### src/sv/pwng_pkg.sv
`timescale 1ns / 1ps

package pwng_pkg;

   // Fixed field widths.
   localparam int SAMPLE_W = 16;
   localparam int THR_W    = 15;

   // Defaults for the top-level parameter and the threshold register.
   localparam int               WINDOW_DEFAULT  = 32;
   localparam logic [THR_W-1:0] THRESHOLD_RESET = 15'd500;

   // Commands from the controller to the datapath.
   typedef struct packed {
      logic store;         // write the accepted sample, advance pointers
      logic peak_clear;    // start a new peak search
      logic cnt_clear;     // restart the scan/emit counter
      logic cnt_step;      // advance the scan/emit counter
      logic ptr_load;      // point the emit pointer at the oldest sample
      logic ptr_step;      // advance the emit pointer with wrap
      logic rd_sel_ptr;    // read address from emit pointer, else counter
      logic acc_issue;     // the read issued now feeds the peak search
      logic out_load;      // load the result register
      logic out_sel_hist;  // result from the ring, else the current sample
      logic out_last;      // last_of_run of the loaded result
   } pwng_cmd_type;

   // Status from the datapath to the controller.
   typedef struct packed {
      logic fill_hit;      // ring is full once the current sample is stored
      logic cnt_last;      // counter is at the last window position
      logic peak_above;    // window peak strictly exceeds the threshold
      logic out_free;      // result register can take a new result
   } pwng_stat_type;

   // Magnitude of a two's complement sample; -32768 maps to 32768.
   function automatic logic [SAMPLE_W-1:0] magnitude(input logic [SAMPLE_W-1:0] value);
      logic [SAMPLE_W-1:0] neg;
      begin
         neg = ~value + SAMPLE_W'(1);
         return value[SAMPLE_W-1] ? neg : value;
      end
   endfunction

endpackage

### src/sv/pwng_if.sv
`timescale 1ns / 1ps

// Input sample channel.
interface pwng_req_if;
   logic                        valid;
   logic                        ready;
   logic signed [15:0]          sample;

   modport source (output valid, output sample, input ready);
   modport sink   (input valid, input sample, output ready);
endinterface

// Result channel.
interface pwng_rsp_if;
   logic                        valid;
   logic                        ready;
   logic signed [15:0]          sample_out;
   logic                        last_of_run;

   modport source (output valid, output sample_out, output last_of_run, input ready);
   modport sink   (input valid, input sample_out, input last_of_run, output ready);
endinterface

// Threshold register write channel.
interface pwng_csr_if;
   logic                        valid;
   logic                        ready;
   logic [14:0]                 threshold;

   modport source (output valid, output threshold, input ready);
   modport sink   (input valid, input threshold, output ready);
endinterface

### src/sv/pwng_datapath.sv
`timescale 1ns / 1ps

module pwng_datapath #(
   parameter int WINDOW = pwng_pkg::WINDOW_DEFAULT
) (
   input  logic                                clock,
   input  logic                                reset,
   input  pwng_pkg::pwng_cmd_type              cmd,
   output pwng_pkg::pwng_stat_type             stat,
   input  logic [pwng_pkg::SAMPLE_W-1:0]       req_sample,
   input  logic                                csr_valid,
   input  logic [pwng_pkg::THR_W-1:0]          csr_threshold,
   output logic                                csr_ready,
   input  logic                                rsp_ready,
   output logic                                rsp_valid,
   output logic [pwng_pkg::SAMPLE_W-1:0]       rsp_sample_out,
   output logic                                rsp_last_of_run
);
   import pwng_pkg::*;

   localparam int PTR_W  = (WINDOW > 1) ? $clog2(WINDOW) : 1;
   localparam int FILL_W = $clog2(WINDOW + 1);
   localparam logic [PTR_W-1:0]  PTR_LAST  = PTR_W'(WINDOW - 1);
   localparam logic [FILL_W-1:0] FILL_FULL = FILL_W'(WINDOW);
   localparam logic [FILL_W-1:0] FILL_NEAR = FILL_W'(WINDOW - 1);

   logic [SAMPLE_W-1:0] hist_mem [WINDOW];
   logic [SAMPLE_W-1:0] rd_data_ff;
   logic [PTR_W-1:0]    rd_addr;

   logic [PTR_W-1:0]    wp_ff, wp_in;
   logic [FILL_W-1:0]   fill_ff, fill_in;
   logic [PTR_W-1:0]    ptr_ff, ptr_in;
   logic [PTR_W-1:0]    cnt_ff, cnt_in;
   logic [SAMPLE_W-1:0] sample_ff;
   logic [SAMPLE_W-1:0] peak_ff, peak_in;
   logic [SAMPLE_W-1:0] rd_mag;
   logic                acc_vld_ff;
   logic [THR_W-1:0]    thr_ff;
   logic                out_vld_ff, out_vld_in;
   logic [SAMPLE_W-1:0] out_data_ff;
   logic                out_last_ff;

   // Sample ring: one write port, one registered read port.
   assign rd_addr = cmd.rd_sel_ptr ? ptr_ff : cnt_ff;

   always_ff @(posedge clock) begin
      if (cmd.store) begin
         hist_mem[wp_ff] <= req_sample;
      end
      rd_data_ff <= hist_mem[rd_addr];
   end

   // Write pointer and fill count.
   always_comb begin
      wp_in   = wp_ff;
      fill_in = fill_ff;
      if (cmd.store) begin
         wp_in = (wp_ff == PTR_LAST) ? '0 : wp_ff + PTR_W'(1);
         if (fill_ff != FILL_FULL) begin
            fill_in = fill_ff + FILL_W'(1);
         end
      end
   end

   always_ff @(posedge clock) begin
      if (reset) begin
         wp_ff   <= '0;
         fill_ff <= '0;
      end else begin
         wp_ff   <= wp_in;
         fill_ff <= fill_in;
      end
   end

   // The current sample is held for a single-sample result.
   always_ff @(posedge clock) begin
      if (cmd.store) begin
         sample_ff <= req_sample;
      end
   end

   // Scan/emit counter and the emit pointer that walks oldest first.
   always_comb begin
      cnt_in = cnt_ff;
      if (cmd.cnt_clear) begin
         cnt_in = '0;
      end else if (cmd.cnt_step) begin
         cnt_in = cnt_ff + PTR_W'(1);
      end
      ptr_in = ptr_ff;
      if (cmd.ptr_load) begin
         ptr_in = wp_ff;
      end else if (cmd.ptr_step) begin
         ptr_in = (ptr_ff == PTR_LAST) ? '0 : ptr_ff + PTR_W'(1);
      end
   end

   always_ff @(posedge clock) begin
      if (reset) begin
         cnt_ff <= '0;
         ptr_ff <= '0;
      end else begin
         cnt_ff <= cnt_in;
         ptr_ff <= ptr_in;
      end
   end

   // Running peak; the read data arrives in the cycle after its issue.
   assign rd_mag = magnitude(rd_data_ff);

   always_comb begin
      peak_in = peak_ff;
      if (cmd.peak_clear) begin
         peak_in = '0;
      end else if (acc_vld_ff && (rd_mag > peak_ff)) begin
         peak_in = rd_mag;
      end
   end

   always_ff @(posedge clock) begin
      if (reset) begin
         acc_vld_ff <= 1'b0;
         peak_ff    <= '0;
      end else begin
         acc_vld_ff <= cmd.acc_issue;
         peak_ff    <= peak_in;
      end
   end

   // Threshold register; a write is always taken.
   assign csr_ready = 1'b1;

   always_ff @(posedge clock) begin
      if (reset) begin
         thr_ff <= THRESHOLD_RESET;
      end else if (csr_valid) begin
         thr_ff <= csr_threshold;
      end
   end

   // Result register parts the datapath from the downstream stall.
   assign out_vld_in = cmd.out_load | (out_vld_ff & ~rsp_ready);

   always_ff @(posedge clock) begin
      if (reset) begin
         out_vld_ff <= 1'b0;
      end else begin
         out_vld_ff <= out_vld_in;
      end
   end

   always_ff @(posedge clock) begin
      if (cmd.out_load) begin
         out_data_ff <= cmd.out_sel_hist ? rd_data_ff : sample_ff;
         out_last_ff <= cmd.out_last;
      end
   end

   assign rsp_valid       = out_vld_ff;
   assign rsp_sample_out  = out_data_ff;
   assign rsp_last_of_run = out_last_ff;

   // Status back to the controller.
   assign stat.fill_hit   = (fill_ff == FILL_FULL) || (fill_ff == FILL_NEAR);
   assign stat.cnt_last   = (cnt_ff == PTR_LAST);
   assign stat.peak_above = (peak_ff > {1'b0, thr_ff});
   assign stat.out_free   = ~out_vld_ff | rsp_ready;

endmodule

### src/sv/pwng_controller.sv
`timescale 1ns / 1ps

module pwng_controller (
   input  logic                    clock,
   input  logic                    reset,
   input  logic                    req_valid,
   output logic                    req_ready,
   input  pwng_pkg::pwng_stat_type stat,
   output pwng_pkg::pwng_cmd_type  cmd
);
   import pwng_pkg::*;

   localparam logic [2:0] S_IDLE     = 3'd0;
   localparam logic [2:0] S_SCAN     = 3'd1;
   localparam logic [2:0] S_DRAIN    = 3'd2;
   localparam logic [2:0] S_DECIDE   = 3'd3;
   localparam logic [2:0] S_EMIT_RD  = 3'd4;
   localparam logic [2:0] S_EMIT_LD  = 3'd5;
   localparam logic [2:0] S_EMIT_ONE = 3'd6;

   logic [2:0] state_ff, state_in;
   logic       gate_ff, gate_in;

   assign req_ready = (state_ff == S_IDLE);

   // Next state and commands.
   always_comb begin
      state_in = state_ff;
      gate_in  = gate_ff;
      cmd      = '0;
      unique case (state_ff)
         S_IDLE: begin
            if (req_valid) begin
               cmd.store      = 1'b1;
               cmd.peak_clear = 1'b1;
               cmd.cnt_clear  = 1'b1;
               if (stat.fill_hit) begin
                  state_in = S_SCAN;
               end
            end
         end
         S_SCAN: begin
            // One ring read per cycle into the peak search.
            cmd.acc_issue = 1'b1;
            cmd.cnt_step  = 1'b1;
            if (stat.cnt_last) begin
               state_in = S_DRAIN;
            end
         end
         S_DRAIN: begin
            state_in = S_DECIDE;
         end
         S_DECIDE: begin
            if (!stat.peak_above) begin
               state_in = S_IDLE;
            end else if (gate_ff) begin
               state_in = S_EMIT_ONE;
            end else begin
               gate_in       = 1'b1;
               cmd.ptr_load  = 1'b1;
               cmd.cnt_clear = 1'b1;
               state_in      = S_EMIT_RD;
            end
         end
         S_EMIT_RD: begin
            cmd.rd_sel_ptr = 1'b1;
            state_in       = S_EMIT_LD;
         end
         S_EMIT_LD: begin
            // Hold the read address until the result register frees up.
            cmd.rd_sel_ptr = 1'b1;
            if (stat.out_free) begin
               cmd.out_load     = 1'b1;
               cmd.out_sel_hist = 1'b1;
               cmd.out_last     = stat.cnt_last;
               cmd.ptr_step     = 1'b1;
               cmd.cnt_step     = 1'b1;
               state_in         = stat.cnt_last ? S_IDLE : S_EMIT_RD;
            end
         end
         S_EMIT_ONE: begin
            if (stat.out_free) begin
               cmd.out_load = 1'b1;
               cmd.out_last = 1'b1;
               state_in     = S_IDLE;
            end
         end
         default: begin
            state_in = S_IDLE;
         end
      endcase
   end

   always_ff @(posedge clock) begin
      if (reset) begin
         state_ff <= S_IDLE;
         gate_ff  <= 1'b0;
      end else begin
         state_ff <= state_in;
         gate_ff  <= gate_in;
      end
   end

endmodule

### src/sv/peak_window_noise_gate_core.sv
`timescale 1ns / 1ps

// Channel   Direction  Payload                       Transfer when
// req_ch    in         sample (s16)                  valid && ready
// rsp_ch    out        sample_out (s16), last_of_run valid && ready
// csr_ch    in         threshold (u15)               valid && ready
//
// While the ring fills, a sample is stored and the block stays ready. Once
// it is full, the peak search reads the ring through its single read port,
// one entry per cycle, and no new sample is taken until the gate has decided
// and sent its results. An opening gate sends the window oldest first;
// an open gate sends a single result. A stalled result port holds the block.
// Synchronous active-high reset closes the gate and empties the ring.

module peak_window_noise_gate_core #(
   parameter int WINDOW = pwng_pkg::WINDOW_DEFAULT
) (
   input  logic       clock,
   input  logic       reset,
   pwng_req_if.sink   req_ch,
   pwng_rsp_if.source rsp_ch,
   pwng_csr_if.sink   csr_ch
);
   import pwng_pkg::*;

   pwng_cmd_type  cmd;
   pwng_stat_type stat;

   pwng_controller u_ctrl (
      .clock     (clock),
      .reset     (reset),
      .req_valid (req_ch.valid),
      .req_ready (req_ch.ready),
      .stat      (stat),
      .cmd       (cmd)
   );

   pwng_datapath #(
      .WINDOW (WINDOW)
   ) u_dp (
      .clock           (clock),
      .reset           (reset),
      .cmd             (cmd),
      .stat            (stat),
      .req_sample      (req_ch.sample),
      .csr_valid       (csr_ch.valid),
      .csr_threshold   (csr_ch.threshold),
      .csr_ready       (csr_ch.ready),
      .rsp_ready       (rsp_ch.ready),
      .rsp_valid       (rsp_ch.valid),
      .rsp_sample_out  (rsp_ch.sample_out),
      .rsp_last_of_run (rsp_ch.last_of_run)
   );

endmodule

### src/flat_wrapper.sv
// flat-port wrapper written by rule: the top's interface ports become plain ports
module peak_window_noise_gate_core_flat import pwng_pkg::*;
#(
   parameter int WINDOW = pwng_pkg::WINDOW_DEFAULT
)
  (clock, reset, req_ch_valid, req_ch_sample, req_ch_ready, rsp_ch_valid, rsp_ch_sample_out, rsp_ch_last_of_run, rsp_ch_ready, csr_ch_valid, csr_ch_threshold, csr_ch_ready);
  pwng_req_if req_ch_i ();
  pwng_rsp_if rsp_ch_i ();
  pwng_csr_if csr_ch_i ();
  input  logic clock;
  input  logic reset;
  input wire logic [$bits(req_ch_i.valid)-1:0] req_ch_valid;
  input wire logic [$bits(req_ch_i.sample)-1:0] req_ch_sample;
  output wire logic [$bits(req_ch_i.ready)-1:0] req_ch_ready;
  output wire logic [$bits(rsp_ch_i.valid)-1:0] rsp_ch_valid;
  output wire logic [$bits(rsp_ch_i.sample_out)-1:0] rsp_ch_sample_out;
  output wire logic [$bits(rsp_ch_i.last_of_run)-1:0] rsp_ch_last_of_run;
  input wire logic [$bits(rsp_ch_i.ready)-1:0] rsp_ch_ready;
  input wire logic [$bits(csr_ch_i.valid)-1:0] csr_ch_valid;
  input wire logic [$bits(csr_ch_i.threshold)-1:0] csr_ch_threshold;
  output wire logic [$bits(csr_ch_i.ready)-1:0] csr_ch_ready;
  assign req_ch_i.valid = req_ch_valid;
  assign req_ch_i.sample = req_ch_sample;
  assign req_ch_ready = req_ch_i.ready;
  assign rsp_ch_valid = rsp_ch_i.valid;
  assign rsp_ch_sample_out = rsp_ch_i.sample_out;
  assign rsp_ch_last_of_run = rsp_ch_i.last_of_run;
  assign rsp_ch_i.ready = rsp_ch_ready;
  assign csr_ch_i.valid = csr_ch_valid;
  assign csr_ch_i.threshold = csr_ch_threshold;
  assign csr_ch_ready = csr_ch_i.ready;
  peak_window_noise_gate_core #(.WINDOW(WINDOW)) u_core (.clock(clock), .reset(reset), .req_ch(req_ch_i), .rsp_ch(rsp_ch_i), .csr_ch(csr_ch_i));
endmodule
### config.mk
export PLATFORM = sky130hd
export DESIGN_NAME = peak_window_noise_gate_core_flat
export DESIGN_NICKNAME = d
export VERILOG_FILES = /design/src/sv/pwng_pkg.sv /design/src/sv/pwng_if.sv /design/src/sv/pwng_datapath.sv /design/src/sv/pwng_controller.sv /design/src/sv/peak_window_noise_gate_core.sv /design/src/flat_wrapper.sv
export SDC_FILE = /design/constraint.sdc
export NUM_CORES = 1
export LEC_CHECK = 0
export ABC_CLOCK_PERIOD_IN_PS = 3280
export BUFFER_PORTS_ARGS = -buffer_cell sky130_fd_sc_hd__buf_2
export CORE_MARGIN = 5
export CORE_UTILIZATION = 56
export CTS_BUF_LIST = sky130_fd_sc_hd__clkbuf_16
export DETAILED_ROUTE_END_ITERATION = 7
export PLACE_DENSITY = 0.75
export SYNTH_ARGS = -nofsm -noshare
export SYNTH_HDL_FRONTEND = slang
export SYNTH_SLANG_ARGS = --single-unit
### constraint.sdc
create_clock -name clock -period 3.28 [get_ports clock]
set_clock_uncertainty 0.1 [all_clocks]
set_input_delay 0.164 -clock clock [delete_from_list [all_inputs] [get_ports clock]]
set_output_delay 0.164 -clock clock [all_outputs]
set_load 0.05 [all_outputs]
Yosys cells after proc, flatten, opt, wreduce, memory -nomap -nowiden

Memories as Yosys holds them, arrays and structs flattened. A register that Yosys moved wholly into a read port is not among the register bits.
Cells that the tools add are included.

Register bits: 91
Bits in writable memories: 512
Output and inout port bits: 20
Memories: 1

$lt $le $gt $ge: 2
Bitwise logic cells: 6
Eq/ne operators: 17
Mux-type cells: 33
Reductions and logical operators: 10
$add $sub $neg: 5

Memory list:

| name                 | depth | bits a word | read ports | clocked after Yosys merged registers in | wr ports | RTL line            | source |
|---|---|---|---|---|---|---|---|
| u_core.u_dp.hist_mem | 32    | 16          | 1          | 1                                       | 1        | pwng_datapath.sv:27 | `logic [SAMPLE_W-1:0] hist_mem [WINDOW];` |

Operators with widths:

| operator              | count |
|---|---|
| $mux 16               | 2 |
| $mux 3                | 9 |
| $mux 5                | 5 |
| $pmux 3 s7            | 1 |
| $add 16x1->16 const B | 1 |
| $gt 16x15->1          | 1 |
| $gt 16x16->1          | 1 |
| $not 16->16           | 1 |
| $add 5x1->5 const B   | 3 |
| $eq 5x5->1 const B    | 3 |
| $mux 1                | 10 |
| $eq 3x3->1 const B    | 3 |
| $pmux 1 s2            | 4 |
| $add 6x1->6 const B   | 1 |
| $eq 3x2->1 const B    | 2 |
| $eq 6x5->1 const B    | 1 |
| $eq 6x6->1 const B    | 1 |
| $ne 2x1->1 const B    | 3 |
| $ne 6x6->1 const B    | 1 |
| $reduce_or 2->1       | 3 |
| $reduce_and 5->1      | 1 |
| $mux 2                | 2 |
| $ne 2x2->1 const B    | 2 |
| $reduce_and 2->1      | 2 |
| other kinds (8)       | 10 |

Logic depth before layout (Yosys ltp)

Depth in word-level cells: 6
Mapped depth: 13
Depth with buffers taken out: 12

Cells and area by module

A second synthesis with hierarchy kept.

Cell total of the unflattened synthesis: 1,973
Area, all modules: 26,023.7 um2

Modules (own cells, without submodules):

| module          | area each (um2) | cells an instance | times used |
|---|---|---|---|
| pwng_datapath   | 25,670.9        | 1,930             | 1 |
| pwng_controller | 352.8           | 43                | 1 |

Worst setup path before layout

No wires, ideal clock.

Kind: flip-flop to flip-flop
Start: register u_core.u_dp.rd_data_ff[7] (read register of u_core.u_dp.hist_mem)
End: register u_core.u_dp.peak_ff[10]
Setup time: 72 ps
Path slack: -347 ps
Data arrival time: 3,455 ps
Clock period less this slack: 3,627 ps
Required time: 3,108 ps
Stages on the path, launching flop included: 12
Path through: dfxtp_1 -> or4_4 -> or4_4 -> o31ai_1 -> xnor2_1 -> ha_1 -> nand4_1 -> a2111oi_0 -> a211oi_1 -> a21oi_2 -> buf_2 -> mux2i_1

Longest elaborated chain between the ends: 5

RTL lines:

| what                       | RTL line             | source |
|---|---|---|
| start, declared            | pwng_datapath.sv:28  | `logic [SAMPLE_W-1:0] rd_data_ff;` |
| $not 16->16                | pwng_pkg.sv:40       | `neg = ~value + SAMPLE_W'(1);` |
| $add 16x1->16              | pwng_pkg.sv:40       |  |
| $mux 16                    | pwng_pkg.sv:41       | `return value[SAMPLE_W-1] ? neg : value;` |
| via u_core.u_dp.rd_mag[13] | pwng_datapath.sv:37  | `logic [SAMPLE_W-1:0] rd_mag;` |
| $gt 16x16->1               | pwng_datapath.sv:116 | `end else if (acc_vld_ff && (rd_mag > peak_ff)) begin` |
| $logic_and 1x1->1          | pwng_datapath.sv:116 |  |
| end signal, assigned       | pwng_datapath.sv:127 | `peak_ff <= peak_in;` |
| end, declared              | pwng_datapath.sv:36  | `logic [SAMPLE_W-1:0] peak_ff, peak_in;` |

The timed path passes the listed nets, and every way through them passes these cells.
A chain may end at the register's enable or synchronous reset.

Worst setup path in the final report

Start: register u_core.u_dp.rd_data_ff[8] (read register of u_core.u_dp.hist_mem)
End: register u_core.u_dp.peak_ff[10]

Same word-level chain as after synthesis.

==> summary by stage <==
Run status
The flow ran to the end, but the final reports show violations. The checks that failed: negative setup slack.

Power and ir drop
The total power density per cell area is 552 nW/um2. Net switching is 20.4% of the power. The clock power share is 42.2%. The power share of the sequential group is 54.6%. The peak supply drop is 0.526 mV. The total internal power is 0.0127 W.

The share of total power dissipated in combinational logic is 3.3%. Summed over all cells, the static leakage comes to 9.92 nW. The net switching power figure is 0.00325 W.

Drt
In this run, the number of DRC markers left after iteration 0 of detailed routing was 1772. The number of vias after detailed routing is 15400. The first detailed-routing pass ran for 6 iterations.

Once detail routing completed, the nets flagged for antenna violations numbered 0. The final routed wire length divided by cell count is 22.9 um. After detailed routing, the number of remaining DRC violations is 0. In the routed layout, each cell is associated on average with a via count of 6.02.

Wires add up to 58400 um.

STA
The achievable clock frequency is 304 MHz. In the final timing run, aggregate negative setup slack is -0.0148 ns. The setup-violating endpoint count in the final report is 1. The relative slew slack is 35.7%. The final number of max-transition violations is 0. After layout, the worst setup slack is -0.0148 ns. The number of hold violations in the final report is 0. Dividing the final minimum period by the clock period gives 100%. The slew at the pin with the worst max-slew slack is 0.964 ns. The final critical path time including I/O delays and setup is 3.29 ns. Setup repair after global routing could not meet its margin everywhere.

Placed design
The placed instances occupy a cell area of 26400 um2. The count of buffers added on input and output ports is 54. Detailed placement ended at an HPWL of 34700 um. The number of placed cells counting well taps is 2384. The congestion estimate from routability-driven global placement came to 0.866.

Cells and area
After filler insertion, the fill cell instance count of the layout stands at 3030. The final core area utilization is 65.4%. Once layout is complete, the cells apart from fillers number 2553. The number of nets in the final layout is 1989. The relative area change from synthesis to final layout is 15.7%.

After routing the design area is 28900 um2. The count of inserted antenna diode cells is 0. The fraction of layout cells with a size suffix above 1 is 15.2%.

Yosys
In the synthesized netlist, the number of instances is 1755. By instance count, the leading cell after synthesis is sky130_fd_sc_hd__edfxtp_1. The post-synth net total is 1834. For this run, the number of Yosys warnings is 0.

Of all cell types, the one taking the most synthesized area is sky130_fd_sc_hd__edfxtp_1. After synthesis, the cell types taking the most area are sky130_fd_sc_hd__edfxtp_1, sky130_fd_sc_hd__dfxtp_1, sky130_fd_sc_hd__nand2_1. The share of synthesized flip-flops with an asynchronous set or reset is 0%. After synthesis the netlist holds a flip-flop and latch count of 619. The synthesized design devotes to its leading area cell type 65.6% of total area.

Among all flip-flop cells after synthesis, the most frequent one is sky130_fd_sc_hd__edfxtp_1. The number of library cell types mapped by synthesis is 59. The share of the yosys chip area belonging to registers is 71.5%. Counting instances in the post-synthesis netlist gives the leading cell types as sky130_fd_sc_hd__edfxtp_1, sky130_fd_sc_hd__nand2_1, sky130_fd_sc_hd__nand3_1. The number of synthesized flops with an enable pin is 545. After synthesis the cells add up to 25000 um2. The average size of a mapped cell is 14.2 um2.

Run
The count of max-cap constraint violations is 0.

Critical path
The minimum setup slack among reg-to-reg paths is -0.01 ns. The terminus of the critical flop-to-flop path is u_core.u_dp.peak_ff[10]$_SDFFE_PP0P_. The nature of the critical path startpoint is a flop. Among the stages of the critical path, the cell type that occurs most often is sky130_fd_sc_hd__or4_4. The critical path data required time is 3.73 ns. Of all nets on the critical path, the largest fanout is 15. STA classifies the critical path endpoint as a flop. The startpoint of the most critical register-to-register path is u_core.u_dp.rd_data_ff[8]$_DFF_P_. The category of the critical setup timing path is reg -> reg. For the worst setup path, the data arrival time is 3.74 ns.

The critical path depth in cells is 11. For the worst flop-to-flop path, the logic depth is 11. The number of buffers and inverters on the critical path is 1.

In this run the worst setup path begins at u_core.u_dp.rd_data_ff[8]$_DFF_P_. Traced cell by cell, the critical path runs through or4_4 -> or4_4 -> o41ai_4 -> xnor2_1 -> ha_1 -> nand4_1 -> a2111oi_2 -> a211oi_1 -> a21oi_2 -> buf_12 -> mux2i_1. Among all stages on the critical path, the largest delay is contributed by sky130_fd_sc_hd__or4_4. In this design, the stage delay of the slowest critical-path cell is 0.54 ns. Broken down by cell family, the worst path's largest delay share belongs to simple AND/OR/NAND/NOR gates. Following the worst setup path forward leads to its endpoint at u_core.u_dp.peak_ff[10]$_SDFFE_PP0P_.

Floorplanning
The die is 221 um tall. The number of top-level design ports is 56. The die covers 48900 um2. The floorplan has 77 rows.

Once the floorplan was initialized, standard cells occupied 56.6% of the core. The overall die width is 221 um. The core region area is 44100 um2.

Global routing
Summed over all layers, the global routing overflow is 0. The via count of the first global-routing pass came to 15100. The initial antenna violation count is 1. The global router's overall resource usage is 23.4%. The first global-routing pass estimated 89000 um of wire.

Entering global routing, the biggest net connects 52 pins.

Clock network
The clock reaches the later pin of the worst-skew pair after 0.63 ns. TritonCTS built the clock tree. The tree built by TritonCTS fans out to 619 sinks. The total CTS buffers is 60.

The deepest level of the CTS H-tree is 2. In this run the clock root is driven by a sky130_fd_sc_hd__clkbuf_16. After clock tree synthesis, the clock-pin slew on the worst setup and hold paths is 0.06 ns.

The clock passes through at most 3 buffers.

Hold path
The worst hold path belongs to the class in -> reg.
[final cells by class]
| class | count | area [um2] | area share (%) |
|---|---|---|---|
| inverters | 39 | 146 | 0.507 |
| flip-flops and latches | 619 | 17800 | 61.8 |
| multi-input cells | 1005 | 6660 | 23.1 |
| well taps | 592 | 741 | 2.57 |
| clock inverters | 52 | 413 | 1.43 |
| clock buffers | 61 | 1530 | 5.29 |
| repair buffers | 185 | 1540 | 5.32 |
[through the flow]
stage               power (W)  setup WS [ns]  hold WS, ns
detailed placement    0.00930         -0.173        0.293
finish                 0.0159        -0.0148       0.0279
CTS                    0.0160        -0.0980     0.000917
global placement      0.00927        -0.0932        0.285
global route           0.0164         -0.179       0.0323
floorplan             0.00907        -0.0978        0.163
[layout by cell type, fill, tap and decap left out, drive strengths merged, types with 9 or more instances in the layout]
cell / instances
edfxtp: 545
nand2: 363
buf: 132
nand3: 104
nor2: 75
dfxtp: 74
clkbuf: 61
nand4: 59
inv: 54
dlygate4sd3: 53
mux4: 48
mux2i: 45
ha: 43
a31oi: 36
a21oi: 30
clkinv: 29
o211ai: 24
a22oi: 18
o21ai: 18
xnor2: 16
a32oi: 16
mux2: 13
nand3b: 10
nand2b: 9
[timing repair]
| action | in CTS | in global routing |
|---|---|---|
| setup buffers | 1 | 2 |
| hold buffers | 53 | 0 |
| endpoints found under the hold margin | 114 | 0 |
| resized for setup | 0 | 5 |
| pin swaps | 3 | 1 |
| setup endpoints to repair | 16 | 16 |
[metal layers]
| layer | vias to the layer above | GRT usage, % | part of all wire [%] |
|---|---|---|---|
| met5 | - | 0 | 0.022 |
| met4 | 2 | 7.28 | 2.7 |
| met3 | 86 | 4.31 | 9.0 |
| met2 | 759 | 37.4 | 47 |
| met1 | 7619 | 33.3 | 41 |
| li1 | 6909 | - | - |
[power by group through the flow]
stage	registers, W	logic (W)	clock network [W]
global route	0.00869	0.000569	0.00712
finish	0.00869	0.000519	0.00671
global placement	0.00885	0.000424	0
CTS	0.00869	0.000507	0.00680
floorplan	0.00884	0.000232	0
detailed placement	0.00885	0.000448	0
[sequential cells by signal (all words and copies together) (netlist names)]
signal                       cells
u_core.u_ctrl.gate_ff            1
u_core.u_ctrl.state_ff           3
u_core.u_dp.acc_vld_ff           1
u_core.u_dp.cnt_ff               5
u_core.u_dp.fill_ff              6
u_core.u_dp.hist_mem           512
u_core.u_dp.peak_ff             16
u_core.u_dp.ptr_ff               5
u_core.u_dp.rd_data_ff          16
u_core.u_dp.rsp_last_of_run      1
u_core.u_dp.rsp_sample_out      16
u_core.u_dp.rsp_valid            1
u_core.u_dp.sample_ff           16
u_core.u_dp.thr_ff              15
u_core.u_dp.wp_ff                5
[worst min path at each step]
stage                        start                                endpoint  slack (ns)  cells past startpoint
6_report         req_ch_sample[11]     u_core.u_dp.sample_ff[11]$_DFFE_PP_        0.03                      1
5_1_grt          req_ch_sample[15]  u_core.u_dp.hist_mem[16][15]$_DFFE_PP_        0.03                      1
4_1_cts          req_ch_sample[15]  u_core.u_dp.hist_mem[25][15]$_DFFE_PP_      0.0009                      1
3_5_place_dp   csr_ch_threshold[7]      u_core.u_dp.thr_ff[7]$_SDFFE_PP1P_        0.29                      3
3_3_place_gp   csr_ch_threshold[2]      u_core.u_dp.thr_ff[2]$_SDFFE_PP1P_        0.29                      3
2_1_floorplan     req_ch_sample[0]    u_core.u_dp.hist_mem[0][0]$_DFFE_PP_        0.16                      0
[kinds of logic (layout without fill, tap and decap cells)]
kind of cell | after synthesis | in the layout | synth area share, %
flops | 619 | 619 | 71.5
buf+inv | 131 | 337 | 2.24
other cells | 1 | 1 | 0.0150
compound gates | 171 | 171 | 4.73
mux | 106 | 106 | 6.72
fa+ha+maj | 43 | 43 | 2.16
xor+xnor | 22 | 22 | 0.772
simple gates | 662 | 662 | 11.8
(Power assumes the default switching activity.)
